File: src/cfdp_ram.sv
// ----------------------------------------------------------------------------
// cfdp_ram: generic single-write, single-read RAM
// One write port and one read port; the read data is registered.
// ----------------------------------------------------------------------------
`default_nettype none

module cfdp_ram #(
  parameter int WIDTH = 16,
  parameter int DEPTH = 16
) (
  input  wire logic                     clk,
  input  wire logic                     we,
  input  wire logic [$clog2(DEPTH)-1:0] waddr,
  input  wire logic [WIDTH-1:0]         wdata,
  input  wire logic [$clog2(DEPTH)-1:0] raddr,
  output logic      [WIDTH-1:0]         rdata
);

  logic [WIDTH-1:0] mem [DEPTH];

  // Write port and registered read port.
  always_ff @(posedge clk) begin
    if (we) begin
      mem[waddr] <= wdata;
    end
    rdata <= mem[raddr];
  end

endmodule : cfdp_ram

`default_nettype wire

File: config.mk
export PLATFORM = sky130hd
export DESIGN_NAME = cfdp_ram
export DESIGN_NICKNAME = d
export VERILOG_FILES = /design/src/cfdp_ram.sv
export SDC_FILE = /design/constraint.sdc
export NUM_CORES = 1
export LEC_CHECK = 0
export ABC_AREA = 1
export ABC_CLOCK_PERIOD_IN_PS = 4670
export BUFFER_PORTS_ARGS = -buffer_cell sky130_fd_sc_hd__buf_2
export CORE_UTILIZATION = 40
export DETAILED_ROUTE_END_ITERATION = 16
export PLACE_DENSITY = 0.52
export SYNTH_ARGS = -nofsm -noshare
export SYNTH_HDL_FRONTEND = slang
export SYNTH_SLANG_ARGS = --single-unit
File: constraint.sdc
create_clock -name clk -period 4.67 [get_ports clk]
set_clock_uncertainty 0.2 [all_clocks]
set_input_delay 0.467 -clock clk [delete_from_list [all_inputs] [get_ports clk]]
set_output_delay 0.467 -clock clk [all_outputs]
set_load 0.02 [all_outputs]
==> reports/metrics.cfg <==
[floorplan]
die-area_um2 = 29100
rows = 61
ioPinCount = 42
coreArea_um2 = 27900
die_x_um = 171
initial_core_util_pct = 40.9
die_y_um = 171

[clocking]
cts_max_level = 1
cts_made_buffers = 29
cts_hold_buf = 0
cts_resized = 0
cts_setup_buffers = 0
clk_latency_ns = 0.54
path_clk_slew_ns = 0.06
clock_path_buffers = 3
cts_sinks = 272
cts_tree = done
clockRootBuffer = clkbuf_16

[hold_path]
hold_path.class = in2reg
worst_hold_path.endpoint = mem[3][13]
hold_start = wdata[13]
min_path_cells = 1

[pwr]
clockPowerShare_pct = 41.8
power.internal_mw = 4.11
seq_power_share_pct = 52.0
power_frac_comb_pct = 6.2
ir_drop_mv = 0.184
p_sw_share_pct = 22.2
power_switching_mw = 1.17
p_leak_nw = 5.51
p_per_area_nw_per_um2 = 409

[placement]
hpwlAfterDp_mm = 14.8
gp_congestion = 0.720
portBuffers = 41
placedCellCount = 1464
dpl_worst_slack_ns = 1.83
post_dp_cell_area_um2 = 12000

[critical_path]
cp-start-kind = input pin
timing.rr.end = rdata[13]
r2r_cells = 6
crit_fanout = 83
crit_arrival_ns = 2.60
timing.rr.start = mem[15][13]
r2r_setup_slack_ns = 3.46
required_ns = 4.94
path_class = in2reg
cp-end-kind = flip-flop

[drt]
first_pass_iters = 7
avgRoutedWirePerCell_um = 18.3
via_per_inst = 4.80
initialDrtViolationCount = 664
vias = 7290
ant_nets = 0
routed_wl_mm = 27.8
drc = 0

[sta]
fin_crit_ns = 2.33
grt_setup_unrepaired = no
layout_worst_path_cycle_share_pct = 49.8
setup_slack_ns = 2.34
tightest_slew_ns = 1.22
setup_viol = 0
slew_violations = 0
maxSlewHeadroom_pct = 18.5
fmax_mhz = 430
finalHoldViolations = 0
finalSetupTns_ns = 0

[synth]
syn_nets = 1100
ys_types = 13
syn_inst = 1074
synthesis.area_um2 = 11400
ys_warn_count = 0
ys_ff_latch = 272
synth-seq-area-share_pct = 70.4
postSynthAreaPerCell_um2 = 10.6

[global_route]
grt_pass1_wl_mm = 42.1
grt_pass1_vias = 6835
antenna_found_initial = 2
grt_max_degree = 84
track_usage_pct = 19.8
globalRoute.totalOverflow = 0

[finish]
synthToLayoutAreaGrowth_pct = 13.3
design_area_um2 = 12900
drive_gt1_share_pct = 11.4
layout_commonest_cell = nand2_1
mostFrequentLayoutCells = 341 x nand2_1, 256 x edfxtp_1, 196 x inv_1
fillCellCount = 2491
nNetsFinal = 1143
final_cells = 1518

[outcome]
outcome = finished clean

[flow_run]
drv_cap = 0

[cells in the mapped netlist]
cell	count	area share, %
clkbuf_1	10	0.33
nand2_1	341	11
buf_2	19	0.84
buf_1	1	0.033
nand3b_1	2	0.13
inv_2	2	0.066
buf_6	3	0.30
nand3_1	193	8.5
inv_1	196	6.5
nor2_1	17	0.56
edfxtp_1	256	68
buf_4	18	1.2
dfxtp_1	16	2.8
[area by class of cell]
| type | count | area (um2) | share of cell area [%] |
|---|---|---|---|
| clock buffer | 35 | 778 | 6.03 |
| antenna | 1 | 2.50 | 0.0194 |
| clock inverter | 18 | 141 | 1.10 |
| inverter | 198 | 746 | 5.78 |
| timing repair buffer | 63 | 385 | 2.99 |
| multi-input combinational | 553 | 2360 | 18.3 |
| tap | 378 | 473 | 3.67 |
| sequential | 272 | 8010 | 62.1 |
[metrics by stage]
stage | utilization (%) | hold slack [ns] | power (mW)
floorplan | - | 0.366 | 3.00
global placement | 43.0 | 0.429 | 3.13
detailed placement | 43.0 | 0.434 | 3.13
CTS | 46.3 | 0.0893 | 5.33
global route | 46.3 | 0.108 | 5.46
finish | 46.3 | 0.108 | 5.28
[logic make-up after synthesis]
kind of cell,count (synthesis),share of synthesized area (%)
and+or+nand+nor,553,20.4
DFF,272,70.4
buffers and inverters,249,9.21
[critical path: stages]
cell,delay [ns]
buf_4,0.61
inv_4,0.57
buf_12,0.37
nand2_1,0.08
nand3_1,0.07
nand3_1,0.13
nand3_1,0.08
nand2_1,0.11
[routing by layer]
layer	vias to the layer above	track usage, %	share of wire (%)
met4	2	5.68	2.2
li1	3544	-	-
met2	168	30.7	45
met3	40	2.48	6.1
met1	3536	29.2	47
met5	-	0	0.061
[worst max-delay path by stage]
| stage | start | to | depth (start not counted) |
|---|---|---|---|
| finish | raddr[0] | rdata[1] | 8 |
| global placement | raddr[0] | rdata[2] | 8 |
| floorplan | waddr[2] | mem[10][0] | 2 |
| CTS | raddr[0] | rdata[1] | 8 |
| global route | raddr[0] | rdata[5] | 8 |
| detailed placement | raddr[0] | rdata[1] | 8 |
[power groups by stage]
stage | combinational [mW] | clock, mW | sequential (mW)
6_report | 0.327 | 2.21 | 2.75
5_1_grt | 0.366 | 2.34 | 2.75
4_1_cts | 0.331 | 2.25 | 2.75
3_5_place_dp | 0.331 | 0 | 2.80
3_3_place_gp | 0.328 | 0 | 2.80
2_1_floorplan | 0.184 | 0 | 2.81
[state kept, by name, indices dropped and copies added, names as in the netlist]
name / cells
mem: 256
rdata: 16
(Power assumes the default switching activity.)
