==> config.mk <==
export PLATFORM = sky130hd
export DESIGN_NAME = cfdp_mac
export DESIGN_NICKNAME = d
export VERILOG_FILES = /design/src/cfdp_pkg.sv /design/src/cfdp_mac.sv
export SDC_FILE = /design/constraint.sdc
export NUM_CORES = 2
export LEC_CHECK = 0
export BUFFER_PORTS_ARGS = -buffer_cell sky130_fd_sc_hd__clkbuf_2
export CAP_MARGIN = 20
export CORE_AREA = 10 10 439 270
export CTS_BUF_LIST = sky130_fd_sc_hd__clkbuf_4
export DETAILED_ROUTE_END_ITERATION = 6
export DIE_AREA = 0 0 449 280
export GPL_TIMING_DRIVEN = 0
export PLACE_DENSITY = 0.48
export SETUP_SLACK_MARGIN = 0.15
export SLEW_MARGIN = 10
export SYNTH_ARGS = -nofsm -noshare
export SYNTH_HDL_FRONTEND = slang
export SYNTH_SLANG_ARGS = --single-unit
==> constraint.sdc <==
create_clock -name clk -period 8.82 [get_ports clk]
set_input_delay 1.323 -clock clk [delete_from_list [all_inputs] [get_ports clk]]
set_output_delay 1.323 -clock clk [all_outputs]
set_load 0.01 [all_outputs]
==> src/cfdp_pkg.sv <==
// ----------------------------------------------------------------------------
// cfdp_pkg: shared definitions for the complex dot product block
// Default sizes, accumulator width, register map and the control group that
// drives the shared multiply-accumulate unit.
// ----------------------------------------------------------------------------
`default_nettype none

package cfdp_pkg;

  // Default sizes for the top level parameters.
  localparam int MAX_PAIRS_DEF   = 1024;
  localparam int SAMPLE_BITS_DEF = 16;

  // Accumulator and result width, Q18.30 in 48 bits.
  localparam int ACC_W = 48;

  // Configuration port.
  localparam int PAIRS_W    = 11;
  localparam int CFG_IDX_W  = 1;
  localparam int CFG_DATA_W = PAIRS_W;

  // Register map.
  localparam logic [CFG_IDX_W-1:0] REG_SYM_MODE   = 1'd0;
  localparam logic [CFG_IDX_W-1:0] REG_PAIRS_USED = 1'd1;

  // Control group for the multiply-accumulate unit.
  typedef struct packed {
    logic vld;   // operands are valid this cycle
    logic seed;  // product replaces the sum instead of adding to it
    logic clr;   // clear the sum
  } mac_ctrl_t;

endpackage : cfdp_pkg

`default_nettype wire

==> src/cfdp_mac.sv <==
// ----------------------------------------------------------------------------
// cfdp_mac: shared complex-by-real multiply-accumulate unit
// Multiplies both parts of an operand by a real tap, registers the products
// and adds them into two saturating 48-bit sums on the next cycle.
// ----------------------------------------------------------------------------
`default_nettype none

module cfdp_mac #(
  parameter int SAMPLE_BITS = cfdp_pkg::SAMPLE_BITS_DEF
) (
  input  wire logic                               clk,
  input  wire logic                               rst_n,
  input  wire cfdp_pkg::mac_ctrl_t                ctrl,
  input  wire logic signed [SAMPLE_BITS:0]        a_re,
  input  wire logic signed [SAMPLE_BITS:0]        a_im,
  input  wire logic signed [SAMPLE_BITS-1:0]      b,
  output logic signed      [cfdp_pkg::ACC_W-1:0]  acc_re,
  output logic signed      [cfdp_pkg::ACC_W-1:0]  acc_im,
  output logic                                    busy
);

  import cfdp_pkg::*;

  localparam int PROD_W = 2 * SAMPLE_BITS + 1;
  localparam int SUM_W  = ((PROD_W > ACC_W) ? PROD_W : ACC_W) + 1;

  logic signed [PROD_W-1:0] prod_re_r, prod_re_nxt;
  logic signed [PROD_W-1:0] prod_im_r, prod_im_nxt;
  logic                     pv_r, ps_r;
  logic signed [ACC_W-1:0]  acc_re_r, acc_re_nxt;
  logic signed [ACC_W-1:0]  acc_im_r, acc_im_nxt;

  // Add a product to a base and clamp the result to the accumulator range.
  function automatic logic signed [ACC_W-1:0] sat_add(
    input logic signed [ACC_W-1:0]  base,
    input logic signed [PROD_W-1:0] p
  );
    logic signed [SUM_W-1:0]  s;
    logic        [SUM_W-ACC_W:0] top;
    logic signed [ACC_W-1:0]  r;
    s   = SUM_W'(base) + SUM_W'(p);
    top = s[SUM_W-1:ACC_W-1];
    if ((&top) || (~|top)) begin
      r = s[ACC_W-1:0];
    end else if (s[SUM_W-1]) begin
      r = {1'b1, {(ACC_W-1){1'b0}}};
    end else begin
      r = {1'b0, {(ACC_W-1){1'b1}}};
    end
    return r;
  endfunction

  // Multiply stage.
  assign prod_re_nxt = a_re * b;
  assign prod_im_nxt = a_im * b;

  // Accumulate stage; a seeded product starts the sum from zero.
  always_comb begin
    acc_re_nxt = acc_re_r;
    acc_im_nxt = acc_im_r;
    if (ctrl.clr) begin
      acc_re_nxt = '0;
      acc_im_nxt = '0;
    end else if (pv_r) begin
      acc_re_nxt = sat_add(ps_r ? ACC_W'(0) : acc_re_r, prod_re_r);
      acc_im_nxt = sat_add(ps_r ? ACC_W'(0) : acc_im_r, prod_im_r);
    end
  end

  always_ff @(posedge clk) begin
    if (!rst_n) begin
      pv_r     <= 1'b0;
      ps_r     <= 1'b0;
      acc_re_r <= '0;
      acc_im_r <= '0;
    end else begin
      pv_r     <= ctrl.vld;
      ps_r     <= ctrl.seed;
      acc_re_r <= acc_re_nxt;
      acc_im_r <= acc_im_nxt;
    end
  end

  // Product registers carry payload only.
  always_ff @(posedge clk) begin
    if (ctrl.vld) begin
      prod_re_r <= prod_re_nxt;
      prod_im_r <= prod_im_nxt;
    end
  end

  assign acc_re = acc_re_r;
  assign acc_im = acc_im_r;
  assign busy   = pv_r;

endmodule : cfdp_mac

`default_nettype wire

==> summary by stage <==
GRT
The pin count of the biggest net entering global routing is 52. The remaining global-route overflow is 0. The initial antenna violation count is 11. The number of global-route vias before repair came to roughly 26000. The wire length of the first global-routing pass is 167 mm. The total global-route track usage is 17.2%.

Die
The floorplan step defined a core boundary enclosing 111000 µm². The die covers approximately 130000 µm². The starting utilization of the core area is 29.6%. Pin placement for this block handled 152 I/O pins.

The die width is 449 µm. From bottom edge to top edge, the die measures 280 µm. The number of rows created at floorplan is between 90 and 100.

Place
The final estimated routing congestion in global placement is 0.903. Summed over all nets, the half-perimeter wirelength after detailed placement is 92.6 mm. In this run the tool buffered the top-level ports with 150 buffer cells.

Clocking
After clock tree synthesis, the setup repair step added 0 buffers. TritonCTS built the clock tree. The longest clock path from root to sink contains 2 buffers. In this run the number of H-tree levels came out at 4. The cell sitting at the root of the clock tree is a sky130_fd_sc_hd__clkbuf_4. The clock slew seen by the registers of the worst setup and hold paths is approximately 0.17 ns.

The clock reaches the later pin of the worst-skew pair after 0.74 ns. The post-cts sizing count is 0. The number of buffers inserted by hold repair at cts is 0. The clock buffer count from CTS is 17. The number of sinks driven by the clock tree is ~160.

Timing
Setup repair after global routing left no endpoint under its margin. The worst-case headroom to the max-slew limit is 34.2%. The clock arrives with 0.0330 ns of skew. The hold violation total from the final report is 0. The final critical-path required period is roughly 8.1 ns. In the finished design, the share of the clock period the worst path needs comes to 92.0%. Across all hold checks on the routed design, the worst slack comes to 0.539 ns. The max-slew violation count is 0. The slew at the pin closest to its max-slew limit is around 1 ns. For this run, the top clock speed supported by timing is between 0.1 and 0.15 GHz.

The final setup violation count is 0.

Synthesis
Yosys mapped a number of flops with a built-in enable equal to 66. The mapped netlist covers 32800 µm². The most frequently used flop master after synthesis is sky130_fd_sc_hd__dfxtp_1. The sequential cell area fraction in the yosys report is 12.0%. The flip-flop and latch count after synthesis is around 160. After synthesis, the netlist uses 89 different library cells.

The total nets after synthesis is between 4000 and 5000. The count of synthesis-stage warnings from yosys is 0. Counting flops with an async set or reset pin after synthesis yields a share of 0%. The synthesized area per cell is 8.91 µm². In the synthesized netlist, the number of instances is 3683.

Status
The flow ran to the end, and the final reports show no timing, DRC or antenna violations.

Final layout
At the end of the flow, the number of nets in the layout was 4727. For this run, the share of the core covered by cells in the final layout is 32.4%. The share of cells above drive strength 1 is 7.94%.

Relative to the synthesized area, the layout overhead comes to 9.23%.

Routing
The total routed wirelength is 109 mm. The mean routed wirelength per cell is 20.2 µm. In the routed design, unresolved DRC markers number 0. The pre-antenna-repair detailed-routing pass consisted of 5 iterations.

The via-per-instance ratio is 4.68. The via count is 25204. The starting DRC count in detailed routing is 2014. The number of nets with antenna violations after detailed routing is 0.

Critical path
In this run the worst setup path begins at b[7]. The endpoint class of the critical path is a register. The setup slack of the worst register-to-register path is 3.31 ns. At the worst endpoint, the arrival time is 8.58 ns. Data on the critical path is required at its endpoint by 9.28 ns.

In this run the worst path has a maximum fanout of 10. In this run the critical register-to-register path is launched from ps_r. The worst setup path is of the in2reg kind. STA classifies the critical path startpoint as an input pin.

Flow run
The max-cap violation count is 0.

Min path
In this run the worst hold path is classified as reg2reg. The worst hold path startpoint is acc_re[40].
area by class of cell:
class	count	area (µm²)
Multi-Input combinational cell	2720	25800
Clock inverter	14	191
Clock buffer	18	135
Timing Repair Buffer	152	792
Tap cell	1503	1880
Sequential cell	164	3940
Buffer	160	729
Inverter	639	2400
Fill cell	11815	74900
Antenna cell	12	30.0
critical path, stage by stage:
cell                       delay (ns)
sky130_fd_sc_hd__clkbuf_1        0.51
sky130_fd_sc_hd__clkbuf_1        0.66
sky130_fd_sc_hd__nand2_1         0.17
sky130_fd_sc_hd__fa_1            0.57
sky130_fd_sc_hd__inv_1           0.05
sky130_fd_sc_hd__fa_1            0.47
sky130_fd_sc_hd__ha_1            0.39
sky130_fd_sc_hd__fa_1            0.46
sky130_fd_sc_hd__fa_1            0.49
sky130_fd_sc_hd__inv_1           0.05
sky130_fd_sc_hd__fa_1            0.48
sky130_fd_sc_hd__inv_1           0.04
sky130_fd_sc_hd__ha_1            0.22
sky130_fd_sc_hd__or4_1           0.52
sky130_fd_sc_hd__a211oi_1        0.55
sky130_fd_sc_hd__o21ai_1         0.30
sky130_fd_sc_hd__a41oi_1         0.37
sky130_fd_sc_hd__o21ai_1         0.16
sky130_fd_sc_hd__a21o_1          0.20
sky130_fd_sc_hd__a21oi_1         0.23
sky130_fd_sc_hd__xnor2_1         0.32
cells by family (layout without fill, tap and decap cells):
group	after synthesis	after routing	share of synthesized area (%)
compound gates	682	682	13.4
fa+ha+maj	854	854	45.0
buf+inv	799	983	9.53
xor+xnor	157	157	4.19
other cells	0	12	0
mux	5	5	0.202
simple gates	1022	1022	15.6
flops	164	164	12.0
final timing paths:
check                  end  depth (start not counted)
max          prod_re_r[32]                         21
min             acc_re[40]                          2
max reg2reg     acc_re[41]                         15
min reg2reg     acc_re[40]                          2
flip-flops by register name, summed over array words and instances, names as in the netlist:
| name | count |
|---|---|
| prod_re_r | 33 |
| busy | 1 |
| acc_re | 48 |
| ps_r | 1 |
| prod_im_r | 33 |
| acc_im | 48 |
synthesized netlist by cell type, types with 7 or more instances:
| library cell | instances | share of area, % |
|---|---|---|
| sky130_fd_sc_hd__inv_1 | 638 | 7.3 |
| sky130_fd_sc_hd__fa_1 | 554 | 34 |
| sky130_fd_sc_hd__nand2_1 | 348 | 4.0 |
| sky130_fd_sc_hd__and2_1 | 269 | 5.1 |
| sky130_fd_sc_hd__ha_1 | 264 | 10 |
| sky130_fd_sc_hd__a21oi_1 | 211 | 3.2 |
| sky130_fd_sc_hd__o21ai_0 | 167 | 2.5 |
| sky130_fd_sc_hd__nor2_1 | 156 | 1.8 |
| sky130_fd_sc_hd__clkbuf_1 | 126 | 1.4 |
| sky130_fd_sc_hd__xnor2_1 | 113 | 3.0 |
| sky130_fd_sc_hd__nor2b_1 | 107 | 2.0 |
| sky130_fd_sc_hd__dfxtp_1 | 98 | 6.0 |
| sky130_fd_sc_hd__a21o_1 | 75 | 1.7 |
| sky130_fd_sc_hd__edfxtp_1 | 66 | 6.0 |
| sky130_fd_sc_hd__xor2_1 | 44 | 1.2 |
| sky130_fd_sc_hd__a21oi_2 | 43 | 1.1 |
| sky130_fd_sc_hd__maj3_1 | 28 | 0.85 |
| sky130_fd_sc_hd__nand2b_1 | 28 | 0.53 |
| sky130_fd_sc_hd__o21bai_1 | 26 | 0.59 |
| sky130_fd_sc_hd__nand3_1 | 24 | 0.37 |
| sky130_fd_sc_hd__o21a_1 | 22 | 0.50 |
| sky130_fd_sc_hd__nor3_1 | 20 | 0.30 |
| sky130_fd_sc_hd__o211ai_1 | 20 | 0.46 |
| sky130_fd_sc_hd__a31oi_1 | 19 | 0.36 |
| sky130_fd_sc_hd__nand4_1 | 19 | 0.36 |
| sky130_fd_sc_hd__buf_2 | 18 | 0.27 |
| sky130_fd_sc_hd__and3_1 | 15 | 0.29 |
| sky130_fd_sc_hd__a211oi_1 | 12 | 0.27 |
| sky130_fd_sc_hd__o21ai_1 | 10 | 0.15 |
| sky130_fd_sc_hd__and4_1 | 9 | 0.24 |
| sky130_fd_sc_hd__maj3_2 | 8 | 0.27 |
| sky130_fd_sc_hd__buf_6 | 7 | 0.24 |
| sky130_fd_sc_hd__or3_1 | 7 | 0.13 |
routing by layer:
metal	vias to the layer above	global-route usage, %	wire, µm
met5	-	0	0
met3	62	5.75	9320
li1	12076	-	-
met1	12372	26.6	56600
met2	694	22.9	41200
met4	0	2.68	1410
per-stage QoR:
| step | TNS (ns) | setup WS [ns] | area [µm²] | std cells |
|---|---|---|---|---|
| after detailed placement | -0.0200 | -0.0200 | 35500 | 5338 |
| final | 0 | 0.707 | 35900 | 5382 |
| after floorplan | 0 | 1.72 | 32800 | 3683 |
| after global placement | -0.239 | -0.239 | 35500 | 5336 |
| after global routing | 0 | 0.374 | 35900 | 5380 |
| after CTS | 0 | 0.718 | 35800 | 5370 |
cells in the final DEF, fill, tap and decap left out, drive strengths merged, types with 44 or more instances in the layout:
cell type	instances
and2	270
a21oi	254
a21o	75
nand2	349
inv	645
dfxtp	98
fa	554
nor2b	107
edfxtp	66
xnor2	113
nor2	157
clkbuf	295
o21ai	182
ha	264
xor2	44
Power is not shown: default switching activity piles up to over one toggle a cycle in this logic, so the estimate is an artifact.
